===== config.mk =====
export PLATFORM = sky130hd
export DESIGN_NAME = xavier_uniform_weight_scaler_core
export DESIGN_NICKNAME = d
export VERILOG_FILES = /design/src/design/xus_pkg.sv /design/src/design/xavier_uniform_weight_scaler_core.sv /design/src/design/xus_ctrl.sv /design/src/design/xus_dpath.sv
export SDC_FILE = /design/constraint.sdc
export NUM_CORES = 1
export LEC_CHECK = 0
export ABC_AREA = 1
export BUFFER_PORTS_ARGS = -buffer_cell sky130_fd_sc_hd__buf_4
export CAP_MARGIN = 20
export CORE_MARGIN = 10
export CORE_UTILIZATION = 55
export DETAILED_ROUTE_END_ITERATION = 8
export GPL_TIMING_DRIVEN = 0
export PLACE_DENSITY = 0.82
export SYNTH_ARGS = -nofsm -noshare
export SYNTH_HDL_FRONTEND = slang
export SYNTH_HIERARCHICAL = 1
export SYNTH_SLANG_ARGS = --single-unit

===== constraint.sdc =====
create_clock -name clock -period 4.4 [get_ports clock]
set_input_delay 0.66 -clock clock [delete_from_list [all_inputs] [get_ports clock]]
set_output_delay 0.66 -clock clock [all_outputs]
set_load 0.05 [all_outputs]

===== src/design/xus_pkg.sv =====
// ---------------------------------------------------------------------------
// Xavier weight scaler package
// Shared constants and the controller-to-datapath command type.
// ---------------------------------------------------------------------------
package xus_pkg;

   // Configuration register indexes.
   localparam int CSR_INDEX_WIDTH = 2;
   localparam logic [CSR_INDEX_WIDTH-1:0] CSR_FAN_IN  = 2'd0;
   localparam logic [CSR_INDEX_WIDTH-1:0] CSR_FAN_OUT = 2'd1;

   // Ratio numerator is 6 << 16, which needs 19 bits.
   localparam int RATIO_WIDTH = 19;
   localparam logic [RATIO_WIDTH-1:0] RATIO_NUM = 19'd393216;

   // Square root working width and the starting one-hot bit (largest even power).
   localparam int ROOT_WIDTH = 20;
   localparam logic [ROOT_WIDTH-1:0] ROOT_BIT_INIT = 20'h40000;

   // Iteration counts of the shared divide and root loops.
   localparam int STEP_WIDTH = 5;
   localparam logic [STEP_WIDTH-1:0] DIV_STEPS  = 5'd19;
   localparam logic [STEP_WIDTH-1:0] SQRT_STEPS = 5'd10;

   // Field widths and limits.
   localparam int SAMPLE_WIDTH = 16;
   localparam int LIMIT_WIDTH  = 8;
   localparam int WEIGHT_WIDTH = 8;
   localparam int PROD_WIDTH   = SAMPLE_WIDTH + LIMIT_WIDTH + 1;
   localparam int PROD_SHIFT   = 15;
   localparam int SHIFT_WIDTH  = PROD_WIDTH - PROD_SHIFT;
   localparam logic [LIMIT_WIDTH-1:0] LIMIT_MAX = 8'd255;
   localparam logic signed [SHIFT_WIDTH-1:0] WEIGHT_HI = 10'sd127;
   localparam logic signed [SHIFT_WIDTH-1:0] WEIGHT_LO = -10'sd128;

   // Commands from the controller to the datapath.
   typedef struct packed {
      logic load;        // capture the sample and start the divide
      logic div_step;    // one restoring divide step
      logic sqrt_step;   // one restoring square root step
      logic sqrt_first;  // first root step takes the quotient as radicand
      logic limit_load;  // clamp the root into the limit register
      logic mul;         // register sample times limit
      logic out_load;    // load the result word registers
   } xus_cmd_type;

endpackage


===== src/design/xavier_uniform_weight_scaler_core.sv =====
// ---------------------------------------------------------------------------
// Xavier uniform weight scaler core
// Scales a signed 16-bit random sample by the Xavier limit of a layer.
// ---------------------------------------------------------------------------
// Usage:
//   Set fan_in (index 0) and fan_out (index 1) through the csr_ write port
//   while the core is idle; both reset to 1 and bits above FAN_WIDTH are
//   dropped. Each word on the req_ channel gives one word on the rsp_
//   channel: the weight floor((sample * limit) / 2^15) saturated to int8,
//   and the limit itself, min(isqrt((6 << 16) / (fan_in + fan_out)), 255).
//   After a request is accepted, the word passes in order through the
//   restoring divider, the restoring square root, the clamp of the limit,
//   the multiplier and the load of the output register. One word is in
//   flight at a time, set by the shared divide and root loops: the core
//   accepts the next word only once it has loaded the output register and
//   returned to idle.
//   The output register lets the core finish a word while the previous
//   result waits; if the receiver still stalls, the core holds in its final
//   step and req_ready stays low. Reset empties the output and returns the
//   controller to idle. There is no clearing pass.
// ---------------------------------------------------------------------------
module xavier_uniform_weight_scaler_core #(
   parameter int FAN_WIDTH = 8
) (
   input  logic                                     clock,
   input  logic                                     reset,
   input  logic                                     csr_write_enable,
   input  logic [xus_pkg::CSR_INDEX_WIDTH-1:0]      csr_index,
   input  logic [FAN_WIDTH-1:0]                     csr_write_data,
   input  logic                                     req_valid,
   output logic                                     req_ready,
   input  logic signed [xus_pkg::SAMPLE_WIDTH-1:0]  req_random_sample,
   output logic                                     rsp_valid,
   input  logic                                     rsp_ready,
   output logic signed [xus_pkg::WEIGHT_WIDTH-1:0]  rsp_weight,
   output logic [xus_pkg::LIMIT_WIDTH-1:0]          rsp_bound_limit
);
   import xus_pkg::*;

   xus_cmd_type cmd;

   // Sequencer.
   xus_ctrl u_ctrl (
      .clock     (clock),
      .reset     (reset),
      .req_valid (req_valid),
      .req_ready (req_ready),
      .rsp_valid (rsp_valid),
      .rsp_ready (rsp_ready),
      .cmd       (cmd)
   );

   // Arithmetic and configuration registers.
   xus_dpath #(
      .FAN_WIDTH (FAN_WIDTH)
   ) u_dpath (
      .clock             (clock),
      .reset             (reset),
      .csr_write_enable  (csr_write_enable),
      .csr_index         (csr_index),
      .csr_write_data    (csr_write_data),
      .req_random_sample (req_random_sample),
      .cmd               (cmd),
      .rsp_weight        (rsp_weight),
      .rsp_bound_limit   (rsp_bound_limit)
   );

endmodule


===== src/design/xus_ctrl.sv =====
// ---------------------------------------------------------------------------
// Xavier weight scaler controller
// Sequences divide, root, multiply and output steps for one word at a time.
// ---------------------------------------------------------------------------
module xus_ctrl (
   input  logic                clock,
   input  logic                reset,
   input  logic                req_valid,
   output logic                req_ready,
   output logic                rsp_valid,
   input  logic                rsp_ready,
   output xus_pkg::xus_cmd_type cmd
);
   import xus_pkg::*;

   localparam logic [2:0] ST_IDLE = 3'd0;
   localparam logic [2:0] ST_DIV  = 3'd1;
   localparam logic [2:0] ST_SQRT = 3'd2;
   localparam logic [2:0] ST_LIM  = 3'd3;
   localparam logic [2:0] ST_MUL  = 3'd4;
   localparam logic [2:0] ST_DONE = 3'd5;

   logic [2:0]            state_ff, state_in;
   logic [STEP_WIDTH-1:0] step_ff, step_in;
   logic                  valid_ff, valid_in;
   logic                  slot_free;

   // The output register can take a word when empty or being drained.
   assign slot_free = !valid_ff || rsp_ready;
   assign req_ready = (state_ff == ST_IDLE);
   assign rsp_valid = valid_ff;

   // Next state, step count and commands.
   always_comb begin
      state_in = state_ff;
      step_in  = step_ff;
      cmd      = '0;
      case (state_ff)
         ST_IDLE: begin
            if (req_valid) begin
               cmd.load = 1'b1;
               step_in  = '0;
               state_in = ST_DIV;
            end
         end
         ST_DIV: begin
            cmd.div_step = 1'b1;
            if (step_ff == DIV_STEPS - 5'd1) begin
               step_in  = '0;
               state_in = ST_SQRT;
            end else begin
               step_in = step_ff + 5'd1;
            end
         end
         ST_SQRT: begin
            cmd.sqrt_step  = 1'b1;
            cmd.sqrt_first = (step_ff == '0);
            if (step_ff == SQRT_STEPS - 5'd1) begin
               step_in  = '0;
               state_in = ST_LIM;
            end else begin
               step_in = step_ff + 5'd1;
            end
         end
         ST_LIM: begin
            cmd.limit_load = 1'b1;
            state_in       = ST_MUL;
         end
         ST_MUL: begin
            cmd.mul  = 1'b1;
            state_in = ST_DONE;
         end
         ST_DONE: begin
            if (slot_free) begin
               cmd.out_load = 1'b1;
               state_in     = ST_IDLE;
            end
         end
         default: begin
            state_in = ST_IDLE;
         end
      endcase
   end

   // Output valid flag: set on load, cleared when the word is taken.
   always_comb begin
      valid_in = valid_ff;
      if (cmd.out_load) begin
         valid_in = 1'b1;
      end else if (rsp_ready) begin
         valid_in = 1'b0;
      end
   end

   always_ff @(posedge clock) begin
      if (reset) begin
         state_ff <= ST_IDLE;
         step_ff  <= '0;
         valid_ff <= 1'b0;
      end else begin
         state_ff <= state_in;
         step_ff  <= step_in;
         valid_ff <= valid_in;
      end
   end

endmodule


===== src/design/xus_dpath.sv =====
// ---------------------------------------------------------------------------
// Xavier weight scaler datapath
// Fan registers, restoring divider, restoring square root, multiplier and
// saturating output registers, each stepped by controller commands.
// ---------------------------------------------------------------------------
module xus_dpath #(
   parameter int FAN_WIDTH = 8
) (
   input  logic                                       clock,
   input  logic                                       reset,
   input  logic                                       csr_write_enable,
   input  logic [xus_pkg::CSR_INDEX_WIDTH-1:0]        csr_index,
   input  logic [FAN_WIDTH-1:0]                       csr_write_data,
   input  logic signed [xus_pkg::SAMPLE_WIDTH-1:0]    req_random_sample,
   input  xus_pkg::xus_cmd_type                       cmd,
   output logic signed [xus_pkg::WEIGHT_WIDTH-1:0]    rsp_weight,
   output logic [xus_pkg::LIMIT_WIDTH-1:0]            rsp_bound_limit
);
   import xus_pkg::*;

   localparam int SUM_WIDTH = FAN_WIDTH + 1;

   logic [FAN_WIDTH-1:0]             fan_in_ff, fan_out_ff;
   logic [SUM_WIDTH-1:0]             fan_sum;
   logic signed [SAMPLE_WIDTH-1:0]   sample_ff;

   logic [RATIO_WIDTH-1:0]           quo_ff, quo_in;
   logic [SUM_WIDTH-1:0]             rem_ff, rem_in;
   logic [SUM_WIDTH:0]               div_trial, div_diff;
   logic                             div_take;

   logic [RATIO_WIDTH-1:0]           rad_ff, rad_in, rad_cur;
   logic [ROOT_WIDTH-1:0]            res_ff, res_in, bit_ff, bit_in, root_trial;
   logic                             root_take;

   logic [LIMIT_WIDTH-1:0]           limit_ff;
   logic signed [PROD_WIDTH-1:0]     prod_ff;
   logic signed [SHIFT_WIDTH-1:0]    shifted;
   logic signed [WEIGHT_WIDTH-1:0]   weight_ff, weight_in;
   logic [LIMIT_WIDTH-1:0]           bound_ff;

   // Configuration registers; writes to other indexes are ignored.
   always_ff @(posedge clock) begin
      if (reset) begin
         fan_in_ff  <= FAN_WIDTH'(1);
         fan_out_ff <= FAN_WIDTH'(1);
      end else if (csr_write_enable) begin
         if (csr_index == CSR_FAN_IN) begin
            fan_in_ff <= csr_write_data;
         end
         if (csr_index == CSR_FAN_OUT) begin
            fan_out_ff <= csr_write_data;
         end
      end
   end

   assign fan_sum = {1'b0, fan_in_ff} + {1'b0, fan_out_ff};

   // Restoring divide step: shift in the next numerator bit and try a subtract.
   // A zero divisor always subtracts, so the quotient comes out all ones.
   always_comb begin
      div_trial = {rem_ff, quo_ff[RATIO_WIDTH-1]};
      div_take  = (div_trial >= {1'b0, fan_sum});
      div_diff  = div_trial - {1'b0, fan_sum};
      rem_in    = div_take ? div_diff[SUM_WIDTH-1:0] : div_trial[SUM_WIDTH-1:0];
      quo_in    = {quo_ff[RATIO_WIDTH-2:0], div_take};
   end

   // Restoring square root step on the quotient.
   always_comb begin
      rad_cur    = cmd.sqrt_first ? quo_ff : rad_ff;
      root_trial = res_ff + bit_ff;
      root_take  = ({1'b0, rad_cur} >= root_trial);
      if (root_take) begin
         rad_in = rad_cur - root_trial[RATIO_WIDTH-1:0];
         res_in = (res_ff >> 1) + bit_ff;
      end else begin
         rad_in = rad_cur;
         res_in = res_ff >> 1;
      end
      bit_in = bit_ff >> 2;
   end

   // Floor shift of the product, then saturation to the int8 range.
   always_comb begin
      shifted = prod_ff[PROD_WIDTH-1:PROD_SHIFT];
      if (shifted > WEIGHT_HI) begin
         weight_in = WEIGHT_HI[WEIGHT_WIDTH-1:0];
      end else if (shifted < WEIGHT_LO) begin
         weight_in = WEIGHT_LO[WEIGHT_WIDTH-1:0];
      end else begin
         weight_in = shifted[WEIGHT_WIDTH-1:0];
      end
   end

   // Working registers, advanced one command at a time.
   always_ff @(posedge clock) begin
      if (cmd.load) begin
         sample_ff <= req_random_sample;
         quo_ff    <= RATIO_NUM;
         rem_ff    <= '0;
         res_ff    <= '0;
         bit_ff    <= ROOT_BIT_INIT;
      end
      if (cmd.div_step) begin
         quo_ff <= quo_in;
         rem_ff <= rem_in;
      end
      if (cmd.sqrt_step) begin
         rad_ff <= rad_in;
         res_ff <= res_in;
         bit_ff <= bit_in;
      end
      if (cmd.limit_load) begin
         limit_ff <= (res_ff > ROOT_WIDTH'(LIMIT_MAX)) ? LIMIT_MAX
                                                       : res_ff[LIMIT_WIDTH-1:0];
      end
      if (cmd.mul) begin
         prod_ff <= sample_ff * $signed({1'b0, limit_ff});
      end
      if (cmd.out_load) begin
         weight_ff <= weight_in;
         bound_ff  <= limit_ff;
      end
   end

   assign rsp_weight      = weight_ff;
   assign rsp_bound_limit = bound_ff;

endmodule


==> flow_metrics.env <==
export IMPL_crit_top_cell="fa_1"
export IMPL_synth_top_area_share_pct=26.66
export IMPL_syn_cell_area_mm2=0.01419
export IMPL_r2r_end="u_dpath/prod_ff[21]"
export IMPL_die_w_um=180.6
export IMPL_dr_first_iter_drc_count=1333
export IMPL_synth_seq_cells=152
export IMPL_top_usage_layer="met2"
export IMPL_hold_depth=1
export IMPL_drive_gt1_share_pct=18.51
export IMPL_ys_flop_type="edfxtp_1"
export IMPL_rsz0062_at_grt="true"
export IMPL_critPathMaxFanout=6
export IMPL_antenna_left=0
export IMPL_grt_start_max_net_pins=29
export IMPL_min_from="req_random_sample[8]"
export IMPL_grt_pass1_wl_mm=60.93
export IMPL_drc=0
export IMPL_synthCells=1785
export IMPL_slowest_delay_ns=0.57
export IMPL_cp_buffers_inverters=4
export IMPL_syn_num_nets=2028
export IMPL_max_freq_mhz=208.1
export IMPL_r2r_slack_ns=-0.40
export IMPL_finalWorstSetupSlack_ns=-0.4044
export IMPL_ys_seq_area_share_pct=30.33
export IMPL_first_global_vias=12490
export IMPL_nNetsFinal=2142
export IMPL_ys_types=49
export IMPL_max_slew_worst_pin_slew_ns=0.9681
export IMPL_slew_limit_headroom_pct=35.11
export IMPL_yosys_warnings=6
export IMPL_synth_edff_count=126
export IMPL_min_to="u_dpath/sample_ff[8]"
export IMPL_ctsRootBufferMaster="clkbuf_16"
export IMPL_met3_usage_pct=3.614
export IMPL_slew_violations=0
export IMPL_max_cap_viol_count=0
export IMPL_min_period_ns=4.804
export IMPL_setup_viol=10
export IMPL_synth_most_common_cell="nand2_1"
export IMPL_core_area_mm2=0.02525
export IMPL_rows=58
export IMPL_initial_core_util_pct=56.20
export IMPL_violations="negative setup slack"
export IMPL_gp_congestion=0.9141
export IMPL_cp_data_arrival_time_ns=4.99
export IMPL_area_growth_pct=19.24
export IMPL_hold_viol_final=0
export IMPL_use_met1_pct=26.12
export IMPL_fin_cells=2242
export IMPL_hpwl_mm=27.27
export IMPL_nFillCells=1837
export IMPL_synth_area_leaders="edfxtp_1 (27%), fa_1 (15%), nand2_1 (12%), inv_1 (9.7%), ha_1 (9.5%)"
export IMPL_async_flop_share_pct=0
export IMPL_syn_avg_cell_area_um2=7.951
export IMPL_cts_tree="done"
export IMPL_numCtsBuffers=17
export IMPL_clock_sinks=152
export IMPL_clkTransAtPathRegs_ns=0.07
export IMPL_cp_end_kind="flop"
export IMPL_via_count=12700
export IMPL_grt_usage_pct=22.49
export IMPL_io_buffers=47
export IMPL_crit_slowest_cell="fa_1"
export IMPL_startpoint_type="flop"
export IMPL_crit_chain="buf_8, nand2_2, fa_1, inv_1, fa_1, fa_1, inv_2, fa_1, inv_2, ha_4, a21oi_4, o21ai_0, a221oi_2, nand3_2, xor2_1"
export IMPL_cts_hold_buf=0
export IMPL_pin_count=49
export IMPL_yosysTopAreaCell="edfxtp_1"
export IMPL_skew_ns=0.01239
export IMPL_clkLatencyLatePin_ns=0.44
export IMPL_die_area_mm2=0.03263
export IMPL_cts_buffer_depth=2
export IMPL_overflow=0
export IMPL_crit_family="adder cells"
export IMPL_post_route_period_util_pct=109.2
export IMPL_hold_path_class="input port to flop"
export IMPL_drt_pass1_iterations=9
export IMPL_synth_top_cells_by_count="nand2_1 (471), inv_1 (366), edfxtp_1 (126)"
export IMPL_wl_per_cell_um=18.61
export IMPL_grt_use_met2_pct=40.43
export IMPL_setup_worst_path_class="flop to flop"
export IMPL_htreeDepth=4
export IMPL_via_per_inst=5.665
export IMPL_routed_wl_mm=41.73
export IMPL_required_ns=4.59
export IMPL_die_y_um=180.6
export IMPL_dp_cells=2166
export IMPL_outcome="finished, violations left"
export IMPL_antenna_found_initial=0
export IMPL_rr_worst_depth=15
export IMPL_diodes=0
export IMPL_rr_startpoint="u_dpath/limit_ff[1]"
==> how the worst max path moves through the flow <==
stage	end	cells after the start	slack (ns)	startpoint
2_1_floorplan	u_dpath/prod_ff[24]	17	0.002	u_dpath/sample_ff[15]
3_3_place_gp	u_dpath/prod_ff[23]	17	-0.70	u_dpath/limit_ff[4]
3_5_place_dp	u_dpath/prod_ff[23]	17	-0.77	u_dpath/limit_ff[4]
4_1_cts	u_dpath/prod_ff[23]	18	-0.03	u_dpath/sample_ff[15]
5_1_grt	u_dpath/prod_ff[21]	15	-0.56	u_dpath/limit_ff[1]
6_report	u_dpath/prod_ff[21]	15	-0.40	u_dpath/limit_ff[1]
==> layout by cell type, fill, tap and decap left out, types with 17 or more instances in the layout <==
cell,count
a21oi_1,79
a21oi_2,18
buf_4,99
clkbuf_16,17
dfxtp_1,26
edfxtp_1,126
fa_1,99
ha_1,90
ha_4,18
inv_1,339
inv_2,31
nand2_1,434
nand2_2,34
nand3_1,62
nor2_1,86
o21ai_0,48
xnor2_1,35
xor2_1,36
==> worst reg2reg max path, stage by stage (launching register included) <==
cell	delay (ns)
edfxtp_1	0.54
buf_8	0.19
nand2_2	0.07
fa_1	0.53
inv_1	0.06
fa_1	0.49
fa_1	0.57
inv_2	0.05
fa_1	0.54
inv_2	0.05
ha_4	0.27
a21oi_4	0.27
o21ai_0	0.25
a221oi_2	0.38
nand3_2	0.13
xor2_1	0.17
==> stage by stage <==
step / util [%] / setup TNS [ns] / hold slack [ns] / worst slack (ns) / area, um^2
CTS: 64.71 / -0.06357 / 0.3797 / -0.02848 / 16340
detailed placement: 59.54 / -5.764 / 0.4496 / -0.7692 / 15040
floorplan: - / 0 / 0.4244 / 0.001765 / 14210
global route: 67.01 / -3.342 / 0.3861 / -0.5631 / 16920
global placement: 59.28 / -36.18 / 0.4310 / -0.7024 / 14970
finish: 67.01 / -2.257 / 0.3969 / -0.4044 / 16920
==> flip-flops by register name, summed over array words and instances, names as in the netlist <==
signal                   count
u_dpath/bit_ff              10
u_dpath/rsp_weight           8
u_ctrl/step_ff               5
u_dpath/sample_ff           16
u_dpath/quo_ff              19
u_dpath/res_ff              20
u_dpath/prod_ff             10
u_dpath/fan_in_ff            8
u_ctrl/state_ff              3
u_dpath/fan_out_ff           8
u_dpath/rem_ff               9
u_dpath/rsp_bound_limit      8
u_dpath/rad_ff              19
u_dpath/limit_ff             8
u_ctrl/rsp_valid             1
==> routing by layer <==
metal  vias to the layer above  wire, um  part of all wire, %
met4                         0      2286                  5.5
met3                       219      3109                  7.5
met1                      6019     15270                   37
met5                         -         0                    0
li1                       5823         -                    -
met2                       641     21070                   50
==> repair_timing <==
| item | CTS | global route |
|---|---|---|
| setup endpoints to repair | 10 | 49 |
| gates cloned | 1 | 0 |
| buffers inserted | 35 | 22 |
| pin swaps | 43 | 78 |
| gates resized for setup | 95 | 128 |
==> cells by family (layout without fill, tap and decap cells) <==
family                   after synthesis  count (layout)  synth area share [%]
AO/OA/AOI/OAI                        219             219                 8.701
adder cells (fa/ha/maj)              212             212                 24.19
AND/OR/NAND/NOR                      701             701                 20.46
flip-flops                           152             152                 30.33
XOR/XNOR                              73              73                 4.505
buffers and inverters                428             555                 11.81
==> area by class of cell <==
class                      count  area, um^2  share of cell area (%)
multi-input combinational   1205        8937                   52.81
sequential                   152        4304                   25.43
inverter                     373        1405                   8.303
timing repair buffer         110       932.1                   5.508
clock buffer                  17       425.4                   2.514
tap                          330       412.9                   2.440
buffer                        40       292.8                   1.730
clock inverter                15       212.7                   1.257
Power is not shown: default switching activity piles up to over one toggle a cycle in this logic, so the estimate is an artifact.
